$ cat src/hw/rtl/smc_pkg.sv
// ----------------------------------------------------------------------------
// smc_pkg
// Shared types and constants of the shunt monitor calibration block: field
// widths, status codes, divider control and the 1-2-5 step series.
// ----------------------------------------------------------------------------
package smc_pkg;

  localparam int CUR_W     = 32;
  localparam int RES_W     = 24;
  localparam int PROD_W    = 56;
  localparam int DEN_W     = 37;
  localparam int STEP_W    = 13;
  localparam int LSB_W     = 40;
  localparam int FS_W      = 40;
  localparam int CAL_W     = 15;
  localparam int STATUS_W  = 3;
  localparam int MIN_STEP_W = 18;

  localparam int DIV_NUM_W = 49;
  localparam int DIV_DEN_W = 38;
  localparam int DIV_CNT_W = 6;

  localparam int LSB_FRAC_SHIFT = 9;
  localparam int FS_SHIFT       = 15;
  localparam int SERIES_N       = 12;

  typedef enum logic [STATUS_W-1:0] {
    STATUS_OK          = 3'd0,
    STATUS_VSHUNT_HIGH = 3'd1,
    STATUS_CURRENT_LOW = 3'd2,
    STATUS_SHUNT_LOW   = 3'd3,
    STATUS_NORM_FAIL   = 3'd4
  } status_e;

  typedef enum logic {
    CFG_SHUNT     = 1'b0,
    CFG_MIN_SHUNT = 1'b1
  } cfg_index_e;

  typedef struct packed {
    logic                 start;
    logic [DIV_CNT_W-1:0] steps;
  } div_ctrl_t;

  localparam logic [RES_W-1:0]     SHUNT_RESET     = 24'd100000;
  localparam logic [RES_W-1:0]     MIN_SHUNT_RESET = 24'd1000;

  localparam logic [PROD_W-1:0]    VSHUNT_MAX_PV   = 56'd81900000000;
  localparam logic [CUR_W-1:0]     CURRENT_MIN_UA  = 32'd1000;
  localparam logic [MIN_STEP_W-1:0] MIN_STEP_NUM   = 18'd156250;
  localparam logic [DIV_NUM_W-1:0] CAL_NUM_RAW_X2  = 49'd335544320000000;
  localparam logic [DEN_W-1:0]     CAL_NUM_NORM_X2 = 37'd10240000000;
  localparam logic [DIV_NUM_W-1:0] CAL_MAX         = 49'd32767;
  localparam logic [RES_W-1:0]     PA_PER_UA       = 24'd1000000;
  localparam logic [RES_W-1:0]     RAW_PA_NUM      = 24'd15625;
  localparam logic [STEP_W-1:0]    STEP_MAX        = 13'd5000;

  localparam logic [DIV_CNT_W-1:0] DIV_STEPS_MIN_STEP = 6'd18;
  localparam logic [DIV_CNT_W-1:0] DIV_STEPS_CAL_NORM = 6'd37;
  localparam logic [DIV_CNT_W-1:0] DIV_STEPS_CAL_RAW  = 6'd49;

  localparam logic [STEP_W-1:0] SERIES_UA [SERIES_N] = '{
    13'd1, 13'd2, 13'd5, 13'd10, 13'd20, 13'd50,
    13'd100, 13'd200, 13'd500, 13'd1000, 13'd2000, 13'd5000
  };

endpackage

$ cat src/hw/rtl/smc_div.sv
// ----------------------------------------------------------------------------
// smc_div
// Bit-serial restoring divider: one quotient bit per cycle, step count set
// per transaction so that short dividends finish early.
// ----------------------------------------------------------------------------
module smc_div
  import smc_pkg::*;
(
  input  logic                 clk_i,
  input  logic                 rst_ni,
  input  div_ctrl_t            ctrl_i,
  input  logic [DIV_NUM_W-1:0] dividend_i,
  input  logic [DIV_DEN_W-1:0] divisor_i,
  output logic [DIV_NUM_W-1:0] quotient_o,
  output logic                 done_o
);

  logic                 busy_q;
  logic                 done_q;
  logic [DIV_CNT_W-1:0] cnt_q;
  logic [DIV_DEN_W-1:0] rem_q;
  logic [DIV_DEN_W-1:0] den_q;
  logic [DIV_NUM_W-1:0] quo_q;

  logic [DIV_DEN_W:0]   trial;
  logic [DIV_DEN_W:0]   diff;
  logic                 ge;

  always_comb begin
    trial = {rem_q, quo_q[DIV_NUM_W-1]};
    diff  = trial - {1'b0, den_q};
    ge    = (trial >= {1'b0, den_q});
  end

  always_ff @(posedge clk_i or negedge rst_ni) begin
    if (!rst_ni) begin
      busy_q <= 1'b0;
      done_q <= 1'b0;
      cnt_q  <= '0;
    end else if (ctrl_i.start && !busy_q) begin
      busy_q <= 1'b1;
      done_q <= 1'b0;
      cnt_q  <= ctrl_i.steps;
    end else if (busy_q) begin
      cnt_q <= cnt_q - 1'b1;
      if (cnt_q == DIV_CNT_W'(1)) begin
        busy_q <= 1'b0;
        done_q <= 1'b1;
      end else begin
        done_q <= 1'b0;
      end
    end else begin
      done_q <= 1'b0;
    end
  end

  always_ff @(posedge clk_i) begin
    if (ctrl_i.start && !busy_q) begin
      rem_q <= '0;
      quo_q <= dividend_i;
      den_q <= divisor_i;
    end else if (busy_q) begin
      rem_q <= ge ? diff[DIV_DEN_W-1:0] : trial[DIV_DEN_W-1:0];
      quo_q <= {quo_q[DIV_NUM_W-2:0], ge};
    end
  end

  assign quotient_o = quo_q;
  assign done_o     = done_q;

endmodule

$ cat src/hw/rtl/shunt_monitor_calibration.sv
// ----------------------------------------------------------------------------
// shunt_monitor_calibration
// Computes the calibration word, current step and full-scale current of a
// shunt current monitor from a requested full-scale current.
// ----------------------------------------------------------------------------
// One transaction at a time: start is taken while busy is low, and the result
// is valid on the result ports while done_o is high for exactly one cycle; the
// receiver cannot stall, so capture it then. The bit-serial divider sets the
// run time: 49 quotient bits for the exact step, 18 plus 37 with normalize,
// then the calibration word is halved until it fits (up to 23 halvings for
// the exact step, at most one with normalize). A rejected request or a failed
// normalize returns zero results with its status code.
// Configuration writes are taken only while busy is low.
module shunt_monitor_calibration
  import smc_pkg::*;
(
  input  logic                clk_i,
  input  logic                rst_ni,
  input  logic                start,
  output logic                busy,
  input  logic [CUR_W-1:0]    max_current_ua_i,
  input  logic                normalize_i,
  input  logic                cfg_valid_i,
  output logic                cfg_ready_o,
  input  logic                cfg_index_i,
  input  logic [RES_W-1:0]    cfg_data_i,
  output logic                done_o,
  output logic [STATUS_W-1:0] status_o,
  output logic [CAL_W-1:0]    calibration_o,
  output logic [LSB_W-1:0]    current_lsb_pa_o,
  output logic [FS_W-1:0]     full_scale_ua_o
);

  typedef enum logic [3:0] {
    S_IDLE,
    S_MULV,
    S_CHECK,
    S_DIVB,
    S_STEP,
    S_MULD,
    S_MULL,
    S_LOADC,
    S_DIVC,
    S_HALVE
  } state_e;

  state_e                state_q;
  logic [RES_W-1:0]      shunt_q;
  logic [RES_W-1:0]      min_shunt_q;
  logic [CUR_W-1:0]      cur_q;
  logic                  norm_q;
  logic [PROD_W-1:0]     prod_q;
  logic [DEN_W-1:0]      den_q;
  logic [STEP_W-1:0]     step_q;
  logic [PROD_W-1:0]     lsb_q;
  logic [FS_W-1:0]       fs_q;
  logic [DIV_NUM_W-1:0]  cal_q;
  logic                  done_q;
  status_e               status_q;
  logic [CAL_W-1:0]      cal_out_q;
  logic [LSB_W-1:0]      lsb_out_q;
  logic [FS_W-1:0]       fs_out_q;

  logic [CUR_W-1:0]      mul_a;
  logic [RES_W-1:0]      mul_b;
  logic [PROD_W-1:0]     mul_p;

  div_ctrl_t             div_ctrl;
  logic [DIV_NUM_W-1:0]  div_dividend;
  logic [DIV_DEN_W-1:0]  div_divisor;
  logic [DIV_NUM_W-1:0]  div_quo;
  logic                  div_done;

  logic                  vs_high;
  logic                  cur_low;
  logic                  shunt_low;
  logic [MIN_STEP_W:0]   need_a;
  logic [MIN_STEP_W:0]   need_b;
  logic [MIN_STEP_W:0]   need_s;
  logic [STEP_W-1:0]     step_sel;
  logic                  step_ok;
  logic [DEN_W-1:0]      norm_sum;

  smc_div u_div (
    .clk_i      (clk_i),
    .rst_ni     (rst_ni),
    .ctrl_i     (div_ctrl),
    .dividend_i (div_dividend),
    .divisor_i  (div_divisor),
    .quotient_o (div_quo),
    .done_o     (div_done)
  );

  // shared multiplier operands
  always_comb begin
    mul_a = cur_q;
    mul_b = shunt_q;
    case (state_q)
      S_MULD: begin
        mul_a = CUR_W'(step_q);
      end
      S_MULL: begin
        if (norm_q) begin
          mul_a = CUR_W'(step_q);
          mul_b = PA_PER_UA;
        end else begin
          mul_b = RAW_PA_NUM;
        end
      end
      default: begin
        mul_a = cur_q;
        mul_b = shunt_q;
      end
    endcase
    mul_p = PROD_W'(mul_a) * PROD_W'(mul_b);
  end

  always_comb begin
    vs_high   = (prod_q > VSHUNT_MAX_PV);
    cur_low   = (cur_q < CURRENT_MIN_UA);
    shunt_low = (shunt_q == '0) || (shunt_q < min_shunt_q);

    need_a = (MIN_STEP_W+1)'(cur_q[CUR_W-1:FS_SHIFT]);
    need_b = {1'b0, div_quo[MIN_STEP_W-1:0]};
    need_s = ((need_a > need_b) ? need_a : need_b) + 1'b1;
    step_ok  = (need_s <= (MIN_STEP_W+1)'(STEP_MAX));
    step_sel = STEP_MAX;
    for (int i = SERIES_N - 1; i >= 0; i--) begin
      if ((MIN_STEP_W+1)'(SERIES_UA[i]) >= need_s) begin
        step_sel = SERIES_UA[i];
      end
    end

    norm_sum = CAL_NUM_NORM_X2 + den_q;
  end

  // divider requests
  always_comb begin
    div_ctrl.start = 1'b0;
    div_ctrl.steps = DIV_STEPS_CAL_RAW;
    div_dividend   = CAL_NUM_RAW_X2 + DIV_NUM_W'(den_q);
    div_divisor    = {den_q, 1'b0};
    case (state_q)
      S_CHECK: begin
        div_ctrl.start = norm_q && !vs_high && !cur_low && !shunt_low;
        div_ctrl.steps = DIV_STEPS_MIN_STEP;
        div_dividend   = {MIN_STEP_NUM, (DIV_NUM_W-MIN_STEP_W)'(0)};
        div_divisor    = DIV_DEN_W'(shunt_q);
      end
      S_LOADC: begin
        div_ctrl.start = 1'b1;
        if (norm_q) begin
          div_ctrl.steps = DIV_STEPS_CAL_NORM;
          div_dividend   = {norm_sum, (DIV_NUM_W-DEN_W)'(0)};
        end
      end
      default: begin
        div_ctrl.start = 1'b0;
      end
    endcase
  end

  always_ff @(posedge clk_i or negedge rst_ni) begin
    if (!rst_ni) begin
      state_q     <= S_IDLE;
      shunt_q     <= SHUNT_RESET;
      min_shunt_q <= MIN_SHUNT_RESET;
      cur_q       <= '0;
      norm_q      <= 1'b0;
      prod_q      <= '0;
      den_q       <= '0;
      step_q      <= '0;
      lsb_q       <= '0;
      fs_q        <= '0;
      cal_q       <= '0;
      done_q      <= 1'b0;
      status_q    <= STATUS_OK;
      cal_out_q   <= '0;
      lsb_out_q   <= '0;
      fs_out_q    <= '0;
    end else begin
      done_q <= 1'b0;
      if (cfg_valid_i && cfg_ready_o) begin
        case (cfg_index_i)
          CFG_SHUNT:     shunt_q     <= cfg_data_i;
          CFG_MIN_SHUNT: min_shunt_q <= cfg_data_i;
          default:       shunt_q     <= shunt_q;
        endcase
      end
      case (state_q)
        S_IDLE: begin
          if (start) begin
            cur_q   <= max_current_ua_i;
            norm_q  <= normalize_i;
            state_q <= S_MULV;
          end
        end
        S_MULV: begin
          prod_q  <= mul_p;
          state_q <= S_CHECK;
        end
        S_CHECK: begin
          if (vs_high || cur_low || shunt_low) begin
            done_q    <= 1'b1;
            status_q  <= vs_high ? STATUS_VSHUNT_HIGH :
                         cur_low ? STATUS_CURRENT_LOW : STATUS_SHUNT_LOW;
            cal_out_q <= '0;
            lsb_out_q <= '0;
            fs_out_q  <= '0;
            state_q   <= S_IDLE;
          end else if (norm_q) begin
            state_q <= S_DIVB;
          end else begin
            state_q <= S_MULL;
          end
        end
        S_DIVB: begin
          if (div_done) begin
            state_q <= S_STEP;
          end
        end
        S_STEP: begin
          if (step_ok) begin
            step_q  <= step_sel;
            state_q <= S_MULD;
          end else begin
            done_q    <= 1'b1;
            status_q  <= STATUS_NORM_FAIL;
            cal_out_q <= '0;
            lsb_out_q <= '0;
            fs_out_q  <= '0;
            state_q   <= S_IDLE;
          end
        end
        S_MULD: begin
          prod_q  <= mul_p;
          state_q <= S_MULL;
        end
        S_MULL: begin
          den_q   <= prod_q[DEN_W-1:0];
          prod_q  <= mul_p;
          state_q <= S_LOADC;
        end
        S_LOADC: begin
          if (norm_q) begin
            lsb_q <= prod_q << LSB_FRAC_SHIFT;
            fs_q  <= FS_W'(step_q) << FS_SHIFT;
          end else begin
            lsb_q <= prod_q;
            fs_q  <= FS_W'(cur_q);
          end
          state_q <= S_DIVC;
        end
        S_DIVC: begin
          if (div_done) begin
            cal_q   <= div_quo;
            state_q <= S_HALVE;
          end
        end
        S_HALVE: begin
          if (cal_q > CAL_MAX) begin
            cal_q <= cal_q >> 1;
            lsb_q <= lsb_q << 1;
            fs_q  <= fs_q << 1;
          end else begin
            done_q    <= 1'b1;
            status_q  <= STATUS_OK;
            cal_out_q <= cal_q[CAL_W-1:0];
            lsb_out_q <= lsb_q[LSB_W+LSB_FRAC_SHIFT-1:LSB_FRAC_SHIFT];
            fs_out_q  <= fs_q;
            state_q   <= S_IDLE;
          end
        end
        default: begin
          state_q <= S_IDLE;
        end
      endcase
    end
  end

  assign busy             = (state_q != S_IDLE);
  assign cfg_ready_o      = (state_q == S_IDLE);
  assign done_o           = done_q;
  assign status_o         = status_q;
  assign calibration_o    = cal_out_q;
  assign current_lsb_pa_o = lsb_out_q;
  assign full_scale_ua_o  = fs_out_q;

endmodule

$ cat config.mk
export PLATFORM = sky130hd
export DESIGN_NAME = shunt_monitor_calibration
export DESIGN_NICKNAME = d
export VERILOG_FILES = /design/src/hw/rtl/smc_pkg.sv /design/src/hw/rtl/smc_div.sv /design/src/hw/rtl/shunt_monitor_calibration.sv
export SDC_FILE = /design/constraint.sdc
export NUM_CORES = 2
export LEC_CHECK = 0
export ABC_CLOCK_PERIOD_IN_PS = 12900
export BUFFER_PORTS_ARGS = -buffer_cell sky130_fd_sc_hd__buf_4
export CAP_MARGIN = 20
export CORE_AREA = 2 2 313 315
export CTS_CLUSTER_DIAMETER = 150
export DETAILED_ROUTE_END_ITERATION = 8
export DIE_AREA = 0 0 315 317
export PLACE_DENSITY = 0.72
export SLEW_MARGIN = 20
export SYNTH_ARGS = -nofsm -noshare
export SYNTH_HDL_FRONTEND = slang
export SYNTH_SLANG_ARGS = --single-unit
$ cat constraint.sdc
create_clock -name clk_i -period 12.9 [get_ports clk_i]
set_input_delay 1.29 -clock clk_i [delete_from_list [all_inputs] [get_ports clk_i]]
set_output_delay 1.29 -clock clk_i [all_outputs]
set_load 0.02 [all_outputs]
==> run summary <==
The number of clock sinks seen by CTS is 560. The number of antenna violations at the first check in global routing came out at 5. The clock tree synthesis step divided the H-tree into 2 levels. Tracing the worst setup path back leads to its startpoint at state_q[0]$_DFFE_PN0P_.

The routed design uses 17.1 mm of met3 wire. For this run, the slowest stage of the critical path takes 0.98 ns. After detailed routing, the number of remaining DRC violations is 0. The commonest cells after synthesis are nand2_1, inv_1, fa_1, nor2_1, dfrtp_1. The weighted congestion reported at the end of routability-driven placement is 1.04. The filler cells instantiated in the layout total 8,375. The first global-routing pass estimated 259 mm of wire.

The count of flip-flops with a built-in enable after synthesis came out at 87. The highest achievable clock rate is 0.0942 GHz. The top-level port count came out at 163. The clock passes through at most 3 buffers. The area occupied by registers is 0.0143 mm^2. Setup repair after global routing left no endpoint under its margin. The tree is rooted in a clkbuf_16. Counting I/O delays and the setup requirement, the final critical path takes 10.62 ns.

The share of async-settable or async-resettable flops after synthesis came out at 77.7%. The worst setup path is launched from a register. The final cycle utilization of the critical path came out at 82.3%. The via count of the first global-routing pass is 42,900. Clock-pin slew was measured on the worst setup and hold paths at 0.07 ns.

The routed length on met1 is 62.9 mm. The post-cts sizing count came out at 0. The layout overhead on the synthesized area is 8.81%.

The post-synthesis instance area is 0.0528 mm^2. The accumulated negative setup slack came out at 0 ns. The post-synthesis sequential element count came out at 560. The floorplan has 114 rows. The pin count of the biggest net entering global routing is 101.

Summing the sequential cell areas from Yosys gives 27.0% of the chip area. The effective utilization at floorplan came out at 54.9%. The final number of hold-violating endpoints came out at 0. The number of library cell types mapped by synthesis is 85. The worst setup path is of the register to register kind. The instance area at placement is 0.0553 mm^2.

The die area is 0.0999 mm^2. Summed over all instances, the cell type with the most area after synthesis is fa_1. The count of warnings emitted by yosys came out at 0. In this run the worst hold path is classified as register to register. The die span in y came out at 317 um. The average footprint of a synthesized cell is 9.00 um^2. The highest layer touched by signal routing is met5. TritonCTS built the clock tree. The post-synthesis net count is 6,856.

The ratio of cells with drive above 1 in the final layout is 9.24%. After routing the design area is 0.0575 mm^2. In this run the tightest slew margin relative to its limit is 17.2%. The total met2 wirelength after detailed routing is 76.5 mm. The total of max-cap violations came out at 0. The mean number of vias per cell came out at 5.93. Once detail routing completed, the nets flagged for antenna violations numbered 0. Yosys attributes the largest share of cell area to fa_1, dfrtp_1, nand2_1, ha_1, inv_1. The overall track demand over capacity in global routing is 34.3%. The critical-path maximum fanout came out at 46. The core area is 0.0963 mm^2. The clock latency on the worst-skew pair came out at 0.67 ns. In the post-synthesis netlist, the cell with the most instances is nand2_1.

The half-perimeter wire length after detailed placement is 127 mm. The gate count after technology mapping came out at 5,868. The leftover overflow at the end of global routing is 0. The horizontal die dimension is 315 um. Counting stages on the worst path, the most repeated cell is fa_1.

Setup violations remaining at the end of the flow were counted as 0. The multi-input gate area in the final layout is 0.0343 mm^2. The data arrival at the endpoint of the critical path is 11.21 ns. The area fraction of the dominant cell type after synthesis is 25.0%.

The run finished with clean final reports. The worst hold path begins at u_div.rem_q[17]$_SDFFE_PP0P_. In the synthesized netlist the dominant register cell turns out to be dfrtp_1. The hold buffer count at CTS came out at 0. The worst-margin pin slew is 1.24 ns.

The slowest cell on the critical path is and2_1. The worst-case clock skew came out at 0.0495 ns. For the worst setup path, the data required time is 13.49 ns. The post-CTS setup buffer count is 0.

The total number of vias is 42,700. The number of buffers added by the clock tree synthesis step is 61. The routed length per instance came out at 23.3 um. The wire length reported by the detailed router is 167 mm. The final layout contains 6,854 nets. The worst setup path is captured at a register.

The max-slew violation count came to 0. The startpoint identified for the worst register-to-register timing path is state_q[0]$_DFFE_PN0P_. The first TritonRoute pass finished after 6 iterations. The count of port buffers added during placement came out at 162. The number of violations reported at the end of detailed-routing iteration 0 is 4,213.
==> flip-flops by register name (all words and copies together) (netlist names), 38 cells and up <==
| signal | count |
|---|---|
| prod_q | 56 |
| cal_q | 49 |
| lsb_q | 49 |
| u_div.quotient_o | 49 |
| current_lsb_pa_o | 40 |
| fs_q | 40 |
| full_scale_ua_o | 40 |
| u_div.den_q | 38 |
| u_div.rem_q | 38 |
==> per-stage QoR <==
step / utilization [%] / instances / worst slack [ns] / hold WS [ns]
2_1_floorplan: - / 5868 / 3.79 / 0.450
3_3_place_gp: 57.4 / 7078 / 2.78 / 0.465
3_5_place_dp: 57.4 / 7078 / 2.50 / 0.472
5_1_grt: 59.7 / 7195 / 1.82 / 0.503
4_1_cts: 59.7 / 7194 / 2.47 / 0.483
6_report: 59.7 / 7198 / 2.28 / 0.480
==> cell families after synthesis <==
kind of cell | count (synthesis) | synth area share (%)
compound gates | 896 | 10.9
xor+xnor | 132 | 2.19
fa+ha+maj | 926 | 31.3
buf+inv | 1157 | 8.32
flops | 560 | 27.0
mux | 232 | 4.66
simple gates | 1965 | 15.7
==> layout by cell type (no fill, tap or decap), types with 9 or more instances in the layout <==
cell type and count:
a21oi_1 230, dfxtp_1 38, edfxtp_1 87, xnor2_1 85, o21ai_0 241, inv_1 825, nor2_1 541, mux2i_1 122
o21a_1 22, dfrtp_1 422, nor3_1 38, a22o_1 104, dfstp_2 12, nand4_1 30, fa_1 659, nand3_1 58
nand2_1 1053, nor3b_1 32, and2_1 35, nor2b_1 24, clkbuf_8 9, mux2_2 103, or3_1 12, ha_1 267
nand2b_1 22, nor4_1 32, o31ai_1 12, buf_4 262, a221oi_1 23, clkbuf_16 64, a211oi_1 28, a21o_1 61
and3_1 20, o21bai_1 16, or2_2 19, clkinv_2 9, a31oi_1 53, xor2_1 47, clkbuf_1 11
==> final timing paths <==
kind	depth (start not counted)	to	slack, ns
max in group asynchronous	3	step_q[8]$_DFFE_PN0P_	9.89
min in group asynchronous	1	calibration_o[10]$_DFFE_PN0P_	0.61
max reg2reg	30	prod_q[39]$_DFFE_PN0P_	2.28
min reg2reg	2	u_div.rem_q[17]$_SDFFE_PP0P_	0.48
max	30	prod_q[39]$_DFFE_PN0P_	2.28
min	2	u_div.rem_q[17]$_SDFFE_PP0P_	0.48
==> layer usage <==
layer,track usage [%],vias to the layer above
li1,-,18800
met3,8.20,577
met1,44.1,21100
met4,18.6,6
met2,53.8,2213
met5,0,-
==> layout make-up <==
| cell class | instances | share of cell area, % |
|---|---|---|
| Sequential cell | 560 | 24.8 |
| Clock inverter | 32 | 0.723 |
| Multi-Input combinational cell | 4151 | 59.7 |
| Timing Repair Buffer | 265 | 3.51 |
| Tap cell | 1276 | 2.78 |
| Inverter | 827 | 5.40 |
| Antenna cell | 3 | 0.0131 |
| Clock buffer | 84 | 3.07 |
==> worst max-delay path, delay by kind of cell, from the launching register on <==
| family | cells | cell delay, ns |
|---|---|---|
| fa+ha+maj | 8 | 4.05 |
| buf+inv | 6 | 0.81 |
| flops | 1 | 0.69 |
| simple gates | 12 | 3.96 |
| compound gates | 4 | 1.03 |
Power is left out: the tool's default activity adds up to more than one toggle a clock period on the data nets, which glitch-free logic cannot reach.
